**config.mk**
```make
export PLATFORM = sky130hd
export DESIGN_NAME = row_column_hit_matcher_core
export DESIGN_NICKNAME = d
export VERILOG_FILES = /design/src/rcm_pkg.sv /design/src/rcm_store.sv /design/src/rcm_pair_check.sv /design/src/row_column_hit_matcher_core.sv
export VERILOG_INCLUDE_DIRS = /design/src /design/src/src
export SDC_FILE = /design/constraint.sdc
export NUM_CORES = 1
export LEC_CHECK = 0
export BUFFER_PORTS_ARGS = -buffer_cell sky130_fd_sc_hd__buf_4
export CAP_MARGIN = 20
export CORE_MARGIN = 4
export CORE_UTILIZATION = 55
export DETAILED_ROUTE_END_ITERATION = 7
export PLACE_DENSITY = 0.72
export SLEW_MARGIN = 20
export SYNTH_ARGS = -nofsm -noshare
export SYNTH_HDL_FRONTEND = slang
export SYNTH_SLANG_ARGS = --single-unit
export TNS_END_PERCENT = 20
```
**constraint.sdc**
```tcl
create_clock -name clk -period 20 [get_ports clk]
set_input_delay 3 -clock clk [delete_from_list [all_inputs] [get_ports clk]]
set_output_delay 3 -clock clk [all_outputs]
set_load 0.005 [all_outputs]
```
**src/row_column_hit_matcher_core_assert.svh**
```systemverilog
// ----------------------------------------------------------------------------
// Assertion macros for the row/column hit matcher
// Concurrent checks used at the end of the top level.
// ----------------------------------------------------------------------------
`ifndef ROW_COLUMN_HIT_MATCHER_CORE_ASSERT_SVH
`define ROW_COLUMN_HIT_MATCHER_CORE_ASSERT_SVH

// implication under clk, disabled in reset
`define RCM_ASSERT_IMPL(label, ante, cons, msg) \
  label: assert property (@(posedge clk) disable iff (!rst_n) (ante) |-> (cons)) \
    else $error(msg);

// implication with the consequent checked in the next cycle
`define RCM_ASSERT_NEXT(label, ante, cons, msg) \
  label: assert property (@(posedge clk) disable iff (!rst_n) (ante) |=> (cons)) \
    else $error(msg);

`endif

```
**src/rcm_pkg.sv**
```systemverilog
// ----------------------------------------------------------------------------
// rcm_pkg
// Shared types and constants of the row/column hit matcher.
// ----------------------------------------------------------------------------
`default_nettype none
package rcm_pkg;
  localparam int ROW_SLOTS_DEF = 8;
  localparam int COL_SLOTS_DEF = 8;
  localparam int TS_W   = 8;
  localparam int TOT_W  = 12;
  localparam int LOC_W  = 6;
  localparam int FPGA_W = 48;
  localparam int ID_W   = 3;
  localparam int TSD_W  = 9;
  localparam int TOTD_W = 13;
  localparam logic [1:0] CFG_TS_MIN  = 2'd0;
  localparam logic [1:0] CFG_TS_MAX  = 2'd1;
  localparam logic [1:0] CFG_TOT_MIN = 2'd2;
  localparam logic [1:0] CFG_TOT_MAX = 2'd3;
  localparam logic signed [TSD_W-1:0]  TS_MIN_RST  = 9'sd0;
  localparam logic signed [TSD_W-1:0]  TS_MAX_RST  = 9'sd1;
  localparam logic signed [TOTD_W-1:0] TOT_MIN_RST = 13'sd6;
  localparam logic signed [TOTD_W-1:0] TOT_MAX_RST = 13'sd15;

  typedef struct packed {
    logic [ID_W-1:0]  chip;
    logic [ID_W-1:0]  layer;
    logic [TOT_W-1:0] tot;
    logic [TS_W-1:0]  ts;
    logic [LOC_W-1:0] loc;
  } row_info_t;

  typedef struct packed {
    logic [TOT_W-1:0] tot;
    logic [TS_W-1:0]  ts;
    logic [LOC_W-1:0] loc;
  } col_info_t;

  typedef struct packed {
    logic signed [TSD_W-1:0]  ts_min;
    logic signed [TSD_W-1:0]  ts_max;
    logic signed [TOTD_W-1:0] tot_min;
    logic signed [TOTD_W-1:0] tot_max;
  } win_t;

  typedef enum logic [1:0] {
    ST_IDLE,
    ST_SCAN,
    ST_DONE
  } state_t;
endpackage
`default_nettype wire

```
**src/rcm_store.sv**
```systemverilog
// ----------------------------------------------------------------------------
// rcm_store
// Row and column hit memories, one write port and one registered read each.
// ----------------------------------------------------------------------------
`default_nettype none
module rcm_store
  import rcm_pkg::*;
#(
  parameter int ROW_SLOTS = ROW_SLOTS_DEF,
  parameter int COL_SLOTS = COL_SLOTS_DEF,
  localparam int RA_W = (ROW_SLOTS > 1) ? $clog2(ROW_SLOTS) : 1,
  localparam int CA_W = (COL_SLOTS > 1) ? $clog2(COL_SLOTS) : 1
) (
  input  wire logic              clk,
  input  wire logic              row_we,
  input  wire logic [RA_W-1:0]   row_waddr,
  input  wire row_info_t         row_wdata,
  input  wire logic [FPGA_W-1:0] row_wfpga,
  input  wire logic              col_we,
  input  wire logic [CA_W-1:0]   col_waddr,
  input  wire col_info_t         col_wdata,
  input  wire logic [FPGA_W-1:0] col_wfpga,
  input  wire logic [RA_W-1:0]   row_raddr,
  input  wire logic [CA_W-1:0]   col_raddr,
  output row_info_t              row_rdata,
  output logic [FPGA_W-1:0]      row_rfpga,
  output col_info_t              col_rdata,
  output logic [FPGA_W-1:0]      col_rfpga
);
  row_info_t         row_mem [ROW_SLOTS];
  logic [FPGA_W-1:0] row_fmem [ROW_SLOTS];
  col_info_t         col_mem [COL_SLOTS];
  logic [FPGA_W-1:0] col_fmem [COL_SLOTS];

  always_ff @(posedge clk) begin
    if (row_we) begin
      row_mem[row_waddr]  <= row_wdata;
      row_fmem[row_waddr] <= row_wfpga;
    end
    if (col_we) begin
      col_mem[col_waddr]  <= col_wdata;
      col_fmem[col_waddr] <= col_wfpga;
    end
    row_rdata <= row_mem[row_raddr];
    row_rfpga <= row_fmem[row_raddr];
    col_rdata <= col_mem[col_raddr];
    col_rfpga <= col_fmem[col_raddr];
  end
endmodule
`default_nettype wire

```
**src/rcm_pair_check.sv**
```systemverilog
// ----------------------------------------------------------------------------
// rcm_pair_check
// Window test of one row/column pair on the registered memory outputs.
// ----------------------------------------------------------------------------
`default_nettype none
module rcm_pair_check
  import rcm_pkg::*;
(
  input  wire row_info_t row_info,
  input  wire col_info_t col_info,
  input  wire win_t      win,
  output logic           hit
);
  logic signed [TSD_W-1:0]  dts;
  logic signed [TOTD_W-1:0] dtot;

  always_comb begin
    dts  = $signed({1'b0, row_info.ts}) - $signed({1'b0, col_info.ts});
    dtot = $signed({1'b0, row_info.tot}) - $signed({1'b0, col_info.tot});
    hit  = (dts >= win.ts_min) && (dts <= win.ts_max) &&
           (dtot >= win.tot_min) && (dtot <= win.tot_max);
  end
endmodule
`default_nettype wire

```
**src/row_column_hit_matcher_core.sv**
```systemverilog
// ----------------------------------------------------------------------------
// row_column_hit_matcher_core
// Groups row and column half-hits of one chip and emits matching pairs.
// ----------------------------------------------------------------------------
// Input words are taken when start is high and busy is low. A row or
// column half-hit is written to its memory. A row after a column run, or
// a flush word, closes the group: the engine then walks all stored
// pairs, one pair per cycle from the row and column memories (registered
// read). Each matching pair appears for one cycle with out_valid high;
// out_last_pair marks the final pair of the closing word. The receiver
// cannot stall. The row that closes a group is stored once the scan is
// over. Window registers are written over the cfg_ channel, always
// ready, indexes 0..3. Reset (rst_n low, synchronous) sets the default
// windows and empties the group; memories are not cleared, entries are
// read only after being written.
// ----------------------------------------------------------------------------
`default_nettype none
module row_column_hit_matcher_core
  import rcm_pkg::*;
#(
  parameter int ROW_SLOTS = ROW_SLOTS_DEF,
  parameter int COL_SLOTS = COL_SLOTS_DEF
) (
  input  wire logic              clk,
  input  wire logic              rst_n,
  input  wire logic              start,
  output logic                   busy,
  input  wire logic              in_req_type,
  input  wire logic              in_is_col,
  input  wire logic [LOC_W-1:0]  in_location,
  input  wire logic [TS_W-1:0]   in_timestamp,
  input  wire logic [TOT_W-1:0]  in_tot,
  input  wire logic [FPGA_W-1:0] in_fpga_timestamp,
  input  wire logic [ID_W-1:0]   in_layer,
  input  wire logic [ID_W-1:0]   in_chip_id,
  input  wire logic              cfg_valid,
  output logic                   cfg_ready,
  input  wire logic [1:0]        cfg_index,
  input  wire logic [TOTD_W-1:0] cfg_data,
  output logic                   out_valid,
  output logic [ID_W-1:0]        out_layer,
  output logic [ID_W-1:0]        out_chip,
  output logic [LOC_W-1:0]       out_row_index,
  output logic [LOC_W-1:0]       out_col_index,
  output logic [TS_W-1:0]        out_row_stamp,
  output logic [TS_W-1:0]        out_col_stamp,
  output logic [TOT_W-1:0]       out_row_tot,
  output logic [TOT_W-1:0]       out_col_tot,
  output logic [FPGA_W-1:0]      out_row_fpga_stamp,
  output logic [FPGA_W-1:0]      out_col_fpga_stamp,
  output logic                   out_group_overflow,
  output logic                   out_last_pair
);
  localparam int RA_W = (ROW_SLOTS > 1) ? $clog2(ROW_SLOTS) : 1;
  localparam int CA_W = (COL_SLOTS > 1) ? $clog2(COL_SLOTS) : 1;
  localparam int RC_W = $clog2(ROW_SLOTS + 1);
  localparam int CC_W = $clog2(COL_SLOTS + 1);

  state_t state_r, state_nxt;
  win_t   win_r;
  logic [RC_W-1:0] row_cnt_r, row_cnt_nxt;
  logic [CC_W-1:0] col_cnt_r, col_cnt_nxt;
  logic prev_col_r, prev_col_nxt, ovf_r, ovf_nxt;
  logic [RA_W-1:0] ri_r, ri_nxt;
  logic [CA_W-1:0] ci_r, ci_nxt;
  logic rd_vld_r, rd_vld_nxt, rd_end_r, rd_end_nxt;
  logic pend_row_r, pend_row_nxt;
  row_info_t pend_info_r, pend_info_nxt, in_row_info;
  logic [FPGA_W-1:0] pend_fpga_r, pend_fpga_nxt;
  logic held_vld_r, held_vld_nxt;
  logic accept, hit;
  logic row_we, col_we;
  logic [RA_W-1:0] row_waddr;
  row_info_t row_wdata, row_rdata;
  logic [FPGA_W-1:0] row_wfpga, row_rfpga, col_rfpga;
  col_info_t col_rdata, in_col_info;

  // held result
  row_info_t h_row_r, h_row_nxt;
  col_info_t h_col_r, h_col_nxt;
  logic [FPGA_W-1:0] h_rf_r, h_rf_nxt, h_cf_r, h_cf_nxt;
  logic h_ovf_r, h_ovf_nxt;

  assign busy      = (state_r != ST_IDLE);
  assign cfg_ready = 1'b1;
  assign accept    = start && !busy;

  assign in_row_info = '{chip: in_chip_id, layer: in_layer, tot: in_tot,
                         ts: in_timestamp, loc: in_location};
  assign in_col_info = '{tot: in_tot, ts: in_timestamp, loc: in_location};

  always_ff @(posedge clk) begin
    if (!rst_n) begin
      win_r <= '{ts_min: TS_MIN_RST, ts_max: TS_MAX_RST,
                 tot_min: TOT_MIN_RST, tot_max: TOT_MAX_RST};
    end else if (cfg_valid && cfg_ready) begin
      case (cfg_index)
        CFG_TS_MIN:  win_r.ts_min  <= cfg_data[TSD_W-1:0];
        CFG_TS_MAX:  win_r.ts_max  <= cfg_data[TSD_W-1:0];
        CFG_TOT_MIN: win_r.tot_min <= cfg_data;
        CFG_TOT_MAX: win_r.tot_max <= cfg_data;
        default: ;
      endcase
    end
  end

  rcm_store #(.ROW_SLOTS(ROW_SLOTS), .COL_SLOTS(COL_SLOTS)) u_store (
    .clk(clk),
    .row_we(row_we), .row_waddr(row_waddr), .row_wdata(row_wdata),
    .row_wfpga(row_wfpga),
    .col_we(col_we), .col_waddr(col_cnt_r[CA_W-1:0]), .col_wdata(in_col_info),
    .col_wfpga(in_fpga_timestamp),
    .row_raddr(ri_r), .col_raddr(ci_r),
    .row_rdata(row_rdata), .row_rfpga(row_rfpga),
    .col_rdata(col_rdata), .col_rfpga(col_rfpga)
  );

  rcm_pair_check u_check (
    .row_info(row_rdata), .col_info(col_rdata), .win(win_r), .hit(hit)
  );

  always_comb begin
    state_nxt     = state_r;
    row_cnt_nxt   = row_cnt_r;
    col_cnt_nxt   = col_cnt_r;
    prev_col_nxt  = prev_col_r;
    ovf_nxt       = ovf_r;
    ri_nxt        = ri_r;
    ci_nxt        = ci_r;
    rd_vld_nxt    = 1'b0;
    rd_end_nxt    = 1'b0;
    pend_row_nxt  = pend_row_r;
    pend_info_nxt = pend_info_r;
    pend_fpga_nxt = pend_fpga_r;
    held_vld_nxt  = held_vld_r;
    h_row_nxt = h_row_r; h_col_nxt = h_col_r;
    h_rf_nxt = h_rf_r; h_cf_nxt = h_cf_r; h_ovf_nxt = h_ovf_r;
    row_we    = 1'b0;
    row_waddr = row_cnt_r[RA_W-1:0];
    row_wdata = in_row_info;
    row_wfpga = in_fpga_timestamp;
    col_we    = 1'b0;
    out_valid = 1'b0;
    out_last_pair = 1'b0;
    case (state_r)
      ST_IDLE: begin
        if (accept) begin
          if (in_req_type || (!in_is_col && prev_col_r)) begin
            pend_row_nxt  = !in_req_type;
            pend_info_nxt = in_row_info;
            pend_fpga_nxt = in_fpga_timestamp;
            ri_nxt = '0;
            ci_nxt = '0;
            held_vld_nxt = 1'b0;
            state_nxt = ST_SCAN;
            if (row_cnt_r != '0 && col_cnt_r != '0) begin
              rd_vld_nxt = 1'b1;
              rd_end_nxt = (RC_W'(1) == row_cnt_r) && (CC_W'(1) == col_cnt_r);
              if (CC_W'(ci_r) + CC_W'(1) == col_cnt_r) begin
                ci_nxt = '0; ri_nxt = ri_r + RA_W'(1);
              end else begin
                ci_nxt = ci_r + CA_W'(1);
              end
            end else begin
              state_nxt = ST_DONE;
            end
          end else if (in_is_col) begin
            prev_col_nxt = 1'b1;
            if (col_cnt_r < CC_W'(COL_SLOTS)) begin
              col_we = 1'b1;
              col_cnt_nxt = col_cnt_r + CC_W'(1);
            end else begin
              ovf_nxt = 1'b1;
            end
          end else begin
            if (row_cnt_r < RC_W'(ROW_SLOTS)) begin
              row_we = 1'b1;
              row_cnt_nxt = row_cnt_r + RC_W'(1);
            end else begin
              ovf_nxt = 1'b1;
            end
          end
        end
      end
      ST_SCAN: begin
        if (rd_vld_r && !rd_end_r) begin
          rd_vld_nxt = 1'b1;
          rd_end_nxt = (RC_W'(ri_r) + RC_W'(1) == row_cnt_r) &&
                       (CC_W'(ci_r) + CC_W'(1) == col_cnt_r);
          if (CC_W'(ci_r) + CC_W'(1) == col_cnt_r) begin
            ci_nxt = '0; ri_nxt = ri_r + RA_W'(1);
          end else begin
            ci_nxt = ci_r + CA_W'(1);
          end
        end
        if (rd_vld_r && hit) begin
          // release the previous hit, hold this one
          out_valid    = held_vld_r;
          held_vld_nxt = 1'b1;
          h_row_nxt = row_rdata; h_col_nxt = col_rdata;
          h_rf_nxt = row_rfpga; h_cf_nxt = col_rfpga; h_ovf_nxt = ovf_r;
        end
        if (rd_vld_r && rd_end_r) begin
          state_nxt = ST_DONE;
        end
      end
      ST_DONE: begin
        out_valid     = held_vld_r;
        out_last_pair = held_vld_r;
        held_vld_nxt  = 1'b0;
        row_cnt_nxt   = '0;
        col_cnt_nxt   = '0;
        prev_col_nxt  = 1'b0;
        ovf_nxt       = 1'b0;
        ri_nxt        = '0;
        ci_nxt        = '0;
        state_nxt     = ST_IDLE;
        if (pend_row_r) begin
          row_we       = 1'b1;
          row_waddr    = '0;
          row_wdata    = pend_info_r;
          row_wfpga    = pend_fpga_r;
          row_cnt_nxt  = RC_W'(1);
          pend_row_nxt = 1'b0;
        end
      end
      default: state_nxt = ST_IDLE;
    endcase
  end

  always_ff @(posedge clk) begin
    if (!rst_n) begin
      state_r    <= ST_IDLE;
      row_cnt_r  <= '0;
      col_cnt_r  <= '0;
      prev_col_r <= 1'b0;
      ovf_r      <= 1'b0;
      ri_r       <= '0;
      ci_r       <= '0;
      rd_vld_r   <= 1'b0;
      rd_end_r   <= 1'b0;
      pend_row_r <= 1'b0;
      held_vld_r <= 1'b0;
    end else begin
      state_r    <= state_nxt;
      row_cnt_r  <= row_cnt_nxt;
      col_cnt_r  <= col_cnt_nxt;
      prev_col_r <= prev_col_nxt;
      ovf_r      <= ovf_nxt;
      ri_r       <= ri_nxt;
      ci_r       <= ci_nxt;
      rd_vld_r   <= rd_vld_nxt;
      rd_end_r   <= rd_end_nxt;
      pend_row_r <= pend_row_nxt;
      held_vld_r <= held_vld_nxt;
    end
  end

  always_ff @(posedge clk) begin
    pend_info_r <= pend_info_nxt;
    pend_fpga_r <= pend_fpga_nxt;
    h_row_r <= h_row_nxt;
    h_col_r <= h_col_nxt;
    h_rf_r  <= h_rf_nxt;
    h_cf_r  <= h_cf_nxt;
    h_ovf_r <= h_ovf_nxt;
  end

  assign out_layer          = h_row_r.layer;
  assign out_chip           = h_row_r.chip;
  assign out_row_index      = h_row_r.loc;
  assign out_col_index      = h_col_r.loc;
  assign out_row_stamp      = h_row_r.ts;
  assign out_col_stamp      = h_col_r.ts;
  assign out_row_tot        = h_row_r.tot;
  assign out_col_tot        = h_col_r.tot;
  assign out_row_fpga_stamp = h_rf_r;
  assign out_col_fpga_stamp = h_cf_r;
  assign out_group_overflow = h_ovf_r;

  `include "row_column_hit_matcher_core_assert.svh"

  `RCM_ASSERT_IMPL(a_last_valid, out_last_pair, out_valid, "last pair without valid")
  `RCM_ASSERT_IMPL(a_cnt_range, 1'b1,
    (row_cnt_r <= RC_W'(ROW_SLOTS)) && (col_cnt_r <= CC_W'(COL_SLOTS)), "count out of range")
  `RCM_ASSERT_NEXT(a_done_idle, state_r == ST_DONE, state_r == ST_IDLE, "done not followed by idle")
  `RCM_ASSERT_IMPL(a_out_busy, out_valid, busy, "result while idle")
endmodule
`default_nettype wire
```
* Word level (Yosys, flattened, before mapping)
Memories as Yosys holds them, arrays and structs flattened. A register that Yosys moved wholly into a read port is not among the register bits. Index checks and enable logic that the tools add are counted.
Cells by class: add/sub/neg operators 8, multipliers 0, div/mod/pow operators 0, order comparisons 6, equality and inequality tests 22, shift operators 0, muxes and demuxes 80, bitwise logic cells 0, reduce and logical (&&, ||, !) cells 38
Operators with widths (count):
- $mux 48 | 2
- $mux 32 | 2
- $mux 3 | 13
- $mux 1 | 38
- $mux 4 | 8
- $ne 2x2->1 const B | 11
- $reduce_and 5->1 | 4
- $pmux 3 s3 | 2
- $pmux 4 s2 | 2
- $pmux 1 s2 | 7
- $ge 13x13->1 | 1
- $le 13x13->1 | 1
- $sub 12x12->13 | 1
- $reduce_and 4->1 | 3
- $logic_and 1x1->1 | 11
- $reduce_and 2->1 | 5
- $ge 9x9->1 | 1
- $le 9x9->1 | 1
- $reduce_and 3->1 | 3
- $sub 8x8->9 | 1
- $add 3x1->4 const B | 2
- $add 4x1->4 const B | 2
- $eq 1x4->1 const A | 2
- $eq 4x4->1 | 2
- 14 further kinds | 29
Word-level totals: register bits 301, latch bits 0, RAM bits 1232, memory bits (read-only) 0, input bits 101, logic and storage cells 190, memories 4
Memory list:
- u_store.col_fmem | words 8, bits a word 48, read ports 1, clocked after memory_dff 1, write ports 1, line rcm_store.sv:33 | logic [FPGA_W-1:0] col_fmem [COL_SLOTS];
- u_store.row_fmem | words 8, bits a word 48, read ports 1, clocked after memory_dff 1, write ports 1, line rcm_store.sv:31 | logic [FPGA_W-1:0] row_fmem [ROW_SLOTS];
- u_store.row_mem | words 8, bits a word 32, read ports 1, clocked after memory_dff 1, write ports 1, line rcm_store.sv:30 | row_info_t row_mem [ROW_SLOTS];
- u_store.col_mem | words 8, bits a word 26, read ports 1, clocked after memory_dff 1, write ports 1, line rcm_store.sv:32 | col_info_t col_mem [COL_SLOTS];

* Depth between registers and ports, before layout
Gate-level depths: netlist (run 1).
depth in word-level cells 8, mapped depth 19

* Cells and area by module
A second synthesis (run 1) with hierarchy kept.
Second synthesis, totals: cell total of the unflattened synthesis 2949, area total of the unflattened synthesis 62431.1 µm²
By module, submodules not included:
- rcm_store | times used 1, cells an instance 1960, area an instance 49392.4 µm², sequential area each 40078.4 µm²
- row_column_hit_matcher_core | times used 1, cells an instance 713, area an instance 11070.6 µm², sequential area each 8378.0 µm²
- rcm_pair_check | times used 1, cells an instance 276, area an instance 1968.1 µm², sequential area each 0.0 µm²

* Worst setup path after synthesis (run 1)
OpenSTA, ideal clock, no wires.
path kind flip-flop to output port, start register u_store.row_rdata[14] (netlist name), end output out_valid, data arrival time 9.942 ns, data required time 17.000 ns, setup slack 7.058 ns, cell stages (with the launch flop) 20, cell sequence dfxtp_1 inv_1 ha_1 inv_1 fa_1 a21o_1 a21o_1 a21oi_1 o21ai_1 a41o_1 or4_1 o21ai_1 ha_1 nand3_1 nor3_1 and2_1 a221o_1 mux2i_1 a211oi_2 o211a_1
On the way: longest elaborated chain between the ends 7, elaborated cells on any way between the ends 8, classes of those cells 1 x add/sub; 2 x order compare; 2 x mux; 3 x reduce/logical
Ends and longest elaborated chain:
- $sub 12x12->13 (*) | line rcm_pair_check.sv:19 | dtot = $signed({1'b0, row_info.tot}) - $signed({1'b0, col_info.tot});
- $ge 13x13->1 | line rcm_pair_check.sv:21 | (dtot >= win.tot_min) && (dtot <= win.tot_max);
- $logic_and 1x1->1 | line rcm_pair_check.sv:20 | hit = (dts >= win.ts_min) && (dts <= win.ts_max) &&
- $logic_and 1x1->1 (*) | line rcm_pair_check.sv:21
- $logic_and 1x1->1 (*) | line row_column_hit_matcher_core.sv:196 | if (rd_vld_r && hit) begin
- $mux 1 (*) | line row_column_hit_matcher_core.sv:196
- $pmux 1 s2 (*) | line row_column_hit_matcher_core.sv:145 | case (state_r)
- end: declaration | line row_column_hit_matcher_core.sv:40 | output logic out_valid,
Mark *: on every way between the ends. The rest lies on a longest branch, timed or not.

* Worst setup path after layout (run 1)
start register u_store.row_rdata[14] (netlist name), end output out_valid
On the way: longest elaborated chain between the ends 7, elaborated cells on any way between the ends 8, classes of those cells 1 x add/sub; 2 x order compare; 2 x mux; 3 x reduce/logical
Ends and longest elaborated chain (line):
- $sub 12x12->13 (*) | rcm_pair_check.sv:19
- $ge 13x13->1 | rcm_pair_check.sv:21
- $logic_and 1x1->1 | rcm_pair_check.sv:20
- $logic_and 1x1->1 (*) | rcm_pair_check.sv:21
- $logic_and 1x1->1 (*) | row_column_hit_matcher_core.sv:196
- $mux 1 (*) | row_column_hit_matcher_core.sv:196
- $pmux 1 s2 (*) | row_column_hit_matcher_core.sv:145
Marks and branches as above.

==> summary.txt, run 1 <==
Status
  – Status: finished clean

Placed design
  – PortBufs: 258
  – Hpwl dp: 75570 microns
  – Final GP Congestion: 0.8012
  – Cell Area, Placed: 0.06610 sq mm
  – Dpl cells: 4611

Final layout
  – Share of cells above drive strength 1: 33.26%
  – Fillers: 7306
  – Area of the multi-input gates: 0.01308 sq mm
  – Layout Area Growth over Synthesis: 15.26%
  – Non-filler cells, final: 4927
  – Cell area after layout: 0.07171 sq mm
  – Fin nets: 3456
  – Flip-flop and latch area: 0.04848 sq mm

Timing
  – Clk_skew: 0.02475 ns
  – Fin crit period: 8.260 ns
  – Max-slew headroom: 24.73%
  – Final setup viols: 0
  – Fmax: 121.1 MHz
  – Period utilisation layout: 41.30%
  – RSZ-0062 raised after global routing: false
  – Total negative slack: 0 ns
  – Final Slew Violations: 0
  – Fin. Hold Viols: 0
  – Worst-margin pin slew: 1.129 ns

GRT
  – Global-route met1 utilization: 32.03%
  – Overflow left after global routing: 0
  – Initial antenna violation count: 14
  – Number of global-route vias before repair: 30200
  – Met2 Use GR: 37.04%
  – Peak-usage layer in the global routing report: met2
  – Total GRT Usage: 22.93%
  – Met3 Use GR: 5.524%
  – Pin count of the biggest net entering global routing: 157
  – Global-route wire length before repair: 198000 microns

Route
  – Remaining antenna violation count: 0
  – Remaining routing DRC violations: 0
  – Vias per cell: 5.912
  – DRT iter0 DRCs: 2760
  – DR pass1 iterations: 5
  – DR vias: 29130
  – Total length of routed wires: 134400 microns
  – WL/cell: 27.29 microns

Run
  – Max-Cap Viols: 0

Yosys
  – Yosys top cell by area: edfxtp_1
  – Primary FF master, synth: edfxtp_1
  – Mux cell area share after synthesis: 15.61%
  – Post-synthesis cell count: 2920
  – Syn avg cell area: 21.31 sq um
  – Area share of and/or/nand/nor cells after synthesis: 1.820%
  – Synthesized-area fraction occupied by adder cells: 1.593%
  – Async SR Flop Fraction: 0%
  – Yosys reg bits: 1687
  – Synth top area share: 70.80%
  – Commonest cells post-synth: edfxtp_1, mux4_2, mux2_2
  – Post-synth EDFFs: 1467
  – Yosys Warn Count: 0
  – Sequential fraction of the synthesis area: 77.88%
  – Synth top area cells: edfxtp_1, mux4_2, dfxtp_1
  – Mapped Nets: 3099
  – Combinational family with the most area after synthesis: multiplexers
  – Cell with the most instances after synthesis: edfxtp_1
  – Yosys cell types: 62
  – XOR/XNOR Fraction of Synth Area: 0.3097%
  – Mapped Area: 0.06222 sq mm
  – Compound-Gate Fraction of Synth Area: 1.488%

CTS
  – TritonCTS clock tree: built
  – Cts hold-fix bufs: 0
  – CTS resizes: 0
  – H-Tree Level Count: 4
  – CTS Sinks: 1687
  – Clock edge transition at the registers on the reported setup and hold paths: 0.06 ns
  – Clock Tree Root: clkbuf_16
  – Max clock buf depth: 3
  – Post-CTS setup buffers: 0
  – Clk_lat worst skew: 0.76 ns
  – Inserted Clock Buffers: 164

Critical path
  – Peak fanout along the critical path: 3
  – CP Class: flip-flop to output pin
  – Slowest stage delay, CP: 0.40 ns
  – Cell-by-cell trace of the critical path: inv_1, ha_1, inv_1, fa_1, a21o_1, a21o_1, a21oi_1, o21ai_1, a41o_1, or4_1, o21ai_1, ha_1, nand4_1, nor2_1, o221ai_1, o211ai_1, mux2_1, a211oi_4, o211a_1, buf_4
  – Critical Path AT: 5.26 ns
  – Crit path max-delay cell type: fa_1
  – Crit path capture type: output pin
  – R2R depth: 19
  – WP data required: 17.00 ns
  – Startpoint types: flip-flop

Floorplanning
  – Cell row count: 123
  – Core Region: 0.1123 sq mm
  – Total die area: 0.1186 sq mm
  – Starting density of the core: 55.38%
  – Die H: 344.3 microns
  – Die Wd: 344.3 microns
  – I/O pins: 260

Pwr
  – Leak: 23.45 nW
  – Pwr Density: 100.7 mW/mm^2
  – Worst vdd ir: 0.07411 mV

Min path
  – Hold path cells: 0
  – Worst min-delay path category: flip-flop to flip-flop
## layer usage
metal / part of all wire [%] / vias up
met5: 0.028 / -
met4: 2.1 / 6
met3: 7.6 / 202
met2: 49 / 1097
met1: 41 / 15320
li1: - / 12500
## final timing paths
kind | startpoint | endpoint | slack [ns]
setup reg to reg | u_store.row_rdata[14]$_DFF_P_ | out_row_fpga_stamp[35]$_DFFE_PP_ | 14.51
hold reg to reg | u_store.row_rfpga[31]$_DFF_P_ | out_row_fpga_stamp[31]$_DFFE_PP_ | 0.39
setup / recovery | u_store.row_rdata[14]$_DFF_P_ | out_valid | 11.74
hold / removal | u_store.row_rfpga[31]$_DFF_P_ | out_row_fpga_stamp[31]$_DFFE_PP_ | 0.39
## layout make-up
| cell class | count | share of cell area [%] |
|---|---|---|
| Antenna cell | 11 | 0.03838 |
| Sequential cell | 1687 | 67.60 |
| Clock buffer | 224 | 6.344 |
| Clock inverter | 81 | 1.427 |
| Tap cell | 1500 | 2.617 |
| Timing Repair Buffer | 312 | 3.299 |
| Inverter | 82 | 0.4292 |
| Multi-Input combinational cell | 1030 | 18.24 |
## sequential cells by signal, summed over array words and instances, names as in the netlist, 32 cells and up
name / count
u_store.col_mem: 208
out_col_fpga_stamp: 48
pend_info_r: 32
out_row_fpga_stamp: 48
u_store.row_fmem: 384
u_store.row_rfpga: 48
pend_fpga_r: 48
u_store.row_mem: 256
u_store.col_fmem: 384
u_store.row_rdata: 32
u_store.col_rfpga: 48
win_r: 44
## placed cells by master, fill, tap and decap left out, drive strengths merged, types with 6 or more instances in the layout
| master | synthesis | routed |
|---|---|---|
| edfxtp | 1467 | 1467 |
| buf | 50 | 312 |
| o21ai | 23 | 23 |
| o211ai | 10 | 10 |
| mux4 | 308 | 308 |
| dfxtp | 220 | 220 |
| inv | 82 | 94 |
| xor2 | 10 | 10 |
| ha | 76 | 76 |
| xnor2 | 12 | 12 |
| nor2b | 28 | 28 |
| nand4 | 6 | 6 |
| a21boi | 29 | 29 |
| nor3 | 15 | 15 |
| mux2i | 13 | 13 |
| nand3 | 10 | 10 |
| diode | 0 | 11 |
| a21oi | 40 | 40 |
| clkinv | 0 | 50 |
| nand2 | 82 | 82 |
| bufinv | 0 | 18 |
| nor2 | 49 | 49 |
| nand2b | 6 | 6 |
| mux2 | 235 | 235 |
| clkbuf | 71 | 224 |
## through the flow
step	hold WS [ns]	util [%]	total power, mW	setup slack (ns)
CTS	0.3932	63.80	7.278	11.66
global route	0.3997	63.81	7.461	11.41
floorplan	0.3855	-	4.072	7.058
finish	0.3871	63.83	7.221	11.74
detailed placement	0.3887	58.84	4.160	12.53
global placement	0.3866	58.84	4.150	12.56
## critical path: cells and delay by family (launching register included)
| family | cells | cell delay (ns) |
|---|---|---|
| simple gates | 3 | 0.70 |
| flops | 1 | 0.31 |
| compound gates | 10 | 2.09 |
| mux | 1 | 0.38 |
| fa+ha+maj | 3 | 0.79 |
| buf+inv | 3 | 0.25 |
## kinds of logic (layout without fill, tap and decap cells)
group / count (synthesis) / count (layout)
XOR/XNOR: 22 / 22
AND/OR/NAND/NOR: 233 / 233
multiplexers: 556 / 556
buffers and inverters: 203 / 699
flip-flops: 1687 / 1687
other: 1 / 12
adder cells (fa/ha/maj): 78 / 78
AO/OA/AOI/OAI: 140 / 140
## report_power, final
| part | internal [mW] | leakage, nW | total, mW | switching (mW) |
|---|---|---|---|---|
| clock | 1.84 | 2.75 | 3.14 | 1.29 |
| combinational | 0.0765 | 5.64 | 0.204 | 0.128 |
| sequential | 3.87 | 15.1 | 3.88 | 0.0147 |
Note: power is estimated with default switching activity, not from simulation.
==> run 2, diff against run 1 <==
PLACE_DENSITY = 0.75   (was 0.72)
clock period = 7.4 ns   (was 20 ns; I/O delays follow)
==> summary.txt, run 2 (synthesis gave the netlist of run 1 again) <==
Status
  – Status: finished clean (unchanged)

Timing
  – Total negative slack: 0 ns (unchanged)
  – Final Slew Violations: 0 (unchanged)
  – Fin. Hold Viols: 0 (unchanged)
  – Fmax: 165.2 MHz
  – Final setup viols: 0 (unchanged)
  – Worst-margin pin slew: 1.148 ns (was 1.129 ns)
  – Clk_skew: 0.02993 ns (was 0.02475 ns)
  – RSZ-0062 raised after global routing: false (unchanged)
  – Hold Slack: 0.3918 ns (was 0.3871 ns)
  – Period utilisation layout: 81.82%
  – Fin crit period: 6.055 ns
  – PnR worst setup slack: 1.345 ns (was 11.74 ns)
  – Max-slew headroom: 23.46% (was 24.73%)

Final layout
  – Most frequent cells in the layout: edfxtp_1, mux4_2, buf_4, mux2_2, dfxtp_1 (unchanged)
  – Fin nets: 3448 (was 3456)
  – Layout Area Growth over Synthesis: 14.76% (was 15.26%)
  – Share of cells above drive strength 1: 32.67% (was 33.26%)
  – Largest registers: u_store.col_fmem x384, u_store.row_fmem x384, u_store.row_mem x256 (unchanged)
  – Fin util: 63.55% (was 63.83%)
  – Commonest non-fill, non-tap cell in the layout: edfxtp_1 (unchanged)
  – Non-filler cells, final: 4916 (was 4927)

CTS
  – Clock edge transition at the registers on the reported setup and hold paths: 0.06 ns (about the same)
  – Inserted Clock Buffers: 163 (was 164)
  – Clk_lat worst skew: 0.75 ns (was 0.76 ns)
  – CTS Sinks: 1687 (unchanged)
  – CTS resizes: 0 (unchanged)
  – TritonCTS clock tree: built (unchanged)
  – Max clock buf depth: 3 (unchanged)
  – H-Tree Level Count: 4 (unchanged)
  – Clock Tree Root: clkbuf_16 (unchanged)
  – Cts hold-fix bufs: 0 (unchanged)
  – Post-CTS setup buffers: 0 (unchanged)

Route
  – Remaining routing DRC violations: 0 (unchanged)
  – DRT iter0 DRCs: 2791 (was 2760)
  – Metal2 WL: 65500 microns (was 66100 microns)
  – Wl on met1: 54860 microns (was 55220 microns)
  – DR vias: 29180 (was 29130)
  – WL/cell: 26.94 microns (was 27.29 microns)
  – Total length of routed wires: 132400 microns (was 134400 microns)
  – DR pass1 iterations: 8 (was 5)
  – Vias per cell: 5.935 (was 5.912)
  – Remaining antenna violation count: 0 (unchanged)
  – WL met3: 9955 microns (was 10250 microns)
  – DR top layer: met5 (unchanged)

Placed design
  – Final GP Congestion: 0.8498 (was 0.8012)
  – PortBufs: 258 (unchanged)
  – Setup WS pre-CTS: 2.170 ns (was 12.53 ns)
  – Dpl cells: 4603 (was 4611)
  – Hpwl dp: 74200 microns (was 75570 microns)

Critical path
  – Critical Path AT: 4.94 ns (was 5.26 ns)
  – CP Class: flip-flop to output pin (unchanged)
  – Worst setup path start: u_store.row_rdata[6]$_DFF_P_ (was u_store.row_rdata[14]$_DFF_P_)
  – Crit path capture type: output pin (unchanged)
  – Peak fanout along the critical path: 3 (unchanged)
  – Reg2reg end: out_row_fpga_stamp[38]$_DFFE_PP_ (was out_row_fpga_stamp[35]$_DFFE_PP_)
  – Startpoint types: flip-flop (unchanged)
  – WP data required: 6.29 ns (was 17.00 ns)
  – Reg-to-reg setup timing slack: 2.17 ns (was 14.51 ns)
  – Crit path to: out_valid (unchanged)
  – R2R depth: 18 (was 19)
  – R2r startpoint: u_store.row_rdata[6]$_DFF_P_ (was u_store.row_rdata[14]$_DFF_P_)

Floorplanning
  – Cell row count: 123 (unchanged)
  – Die H: 344.3 microns (unchanged)
  – Starting density of the core: 55.38% (unchanged)
  – Total die area: 0.1186 sq mm (unchanged)
  – Die Wd: 344.3 microns (unchanged)
  – Core Region: 0.1123 sq mm (unchanged)
  – I/O pins: 260 (unchanged)

Pwr
  – Worst vdd ir: 0.1984 mV (was 0.07411 mV)
  – Leak: 23.24 nW (was 23.45 nW)
  – Pwr Density: 267.5 mW/mm^2 (was 100.7 mW/mm^2)

GRT
  – Overflow left after global routing: 0 (unchanged)
  – Pin count of the biggest net entering global routing: 157 (unchanged)
  – Total GRT Usage: 22.64% (was 22.93%)
  – Initial antenna violation count: 9 (was 14)
  – Number of global-route vias before repair: 30480 (was 30200)
  – Global-route wire length before repair: 197400 microns (was 198000 microns)

Min path
  – Worst min-delay path category: flip-flop to flip-flop (unchanged)

Run
  – Max-Cap Viols: 0 (unchanged)
==> run 2: where the power goes <==
| part | switching (mW) | internal [mW] |
|---|---|---|
| clock network | 3.40 | 4.66 |
| registers | 0.0414 | 10.5 |
| logic | 0.345 | 0.209 |
| total | 3.78 | 15.3 |
==> run 2: final cells by class <==
type | instances | area [sq um]
Tap cell | 1500 | 1877
Fill cell | 7420 | 40950
Multi-Input combinational cell | 1030 | 13120
Clock inverter | 68 | 620.6
Clock buffer | 238 | 4649
Timing Repair Buffer | 305 | 2335
Sequential cell | 1687 | 48480
Antenna cell | 6 | 15.01
Inverter | 82 | 307.8
==> run 2: through the flow <==
stage	total power, mW	instance area, sq um
after detailed placement	11.25	66090
after CTS	19.25	71360
after global routing	19.74	71390
final	19.10	71400
after floorplan	11.01	62250
after global placement	11.21	66090
==> run 2: worst max-delay path, cell delays in order, from the launching register on <==
cell	delay [ns]
dfxtp_1	0.33
inv_1	0.05
ha_1	0.22
fa_1	0.42
nor2b_1	0.15
o21ai_0	0.13
a21boi_0	0.32
o21a_1	0.16
nor2_1	0.06
o21bai_1	0.13
a21oi_1	0.11
ha_1	0.22
or4_1	0.48
a221o_1	0.28
a31o_1	0.19
a31oi_1	0.16
o21ai_1	0.20
a211oi_4	0.28
o211a_1	0.20
buf_4	0.11
==> run 2: worst min path at each step <==
stage                             startpoint                                to  cells past startpoint  slack (ns)
2_1_floorplan  u_store.row_rdata[29]$_DFF_P_             out_chip[0]$_DFFE_PP_                      0        0.39
5_1_grt         u_store.col_rfpga[1]$_DFF_P_   out_col_fpga_stamp[1]$_DFFE_PP_                      0        0.40
3_3_place_gp   u_store.col_rfpga[46]$_DFF_P_  out_col_fpga_stamp[46]$_DFFE_PP_                      0        0.39
4_1_cts         u_store.col_rfpga[1]$_DFF_P_   out_col_fpga_stamp[1]$_DFFE_PP_                      0        0.39
6_report        u_store.col_rfpga[1]$_DFF_P_   out_col_fpga_stamp[1]$_DFFE_PP_                      0        0.39
3_5_place_dp   u_store.col_rfpga[10]$_DFF_P_  out_col_fpga_stamp[10]$_DFFE_PP_                      0        0.39
==> run 2: layer usage <==
layer | global-route usage, % | up-vias
met2 | 36.74 | 1093
met3 | 4.671 | 167
met1 | 32.29 | 15420
met4 | 5.121 | 6
li1 | - | 12490
met5 | 0 | -
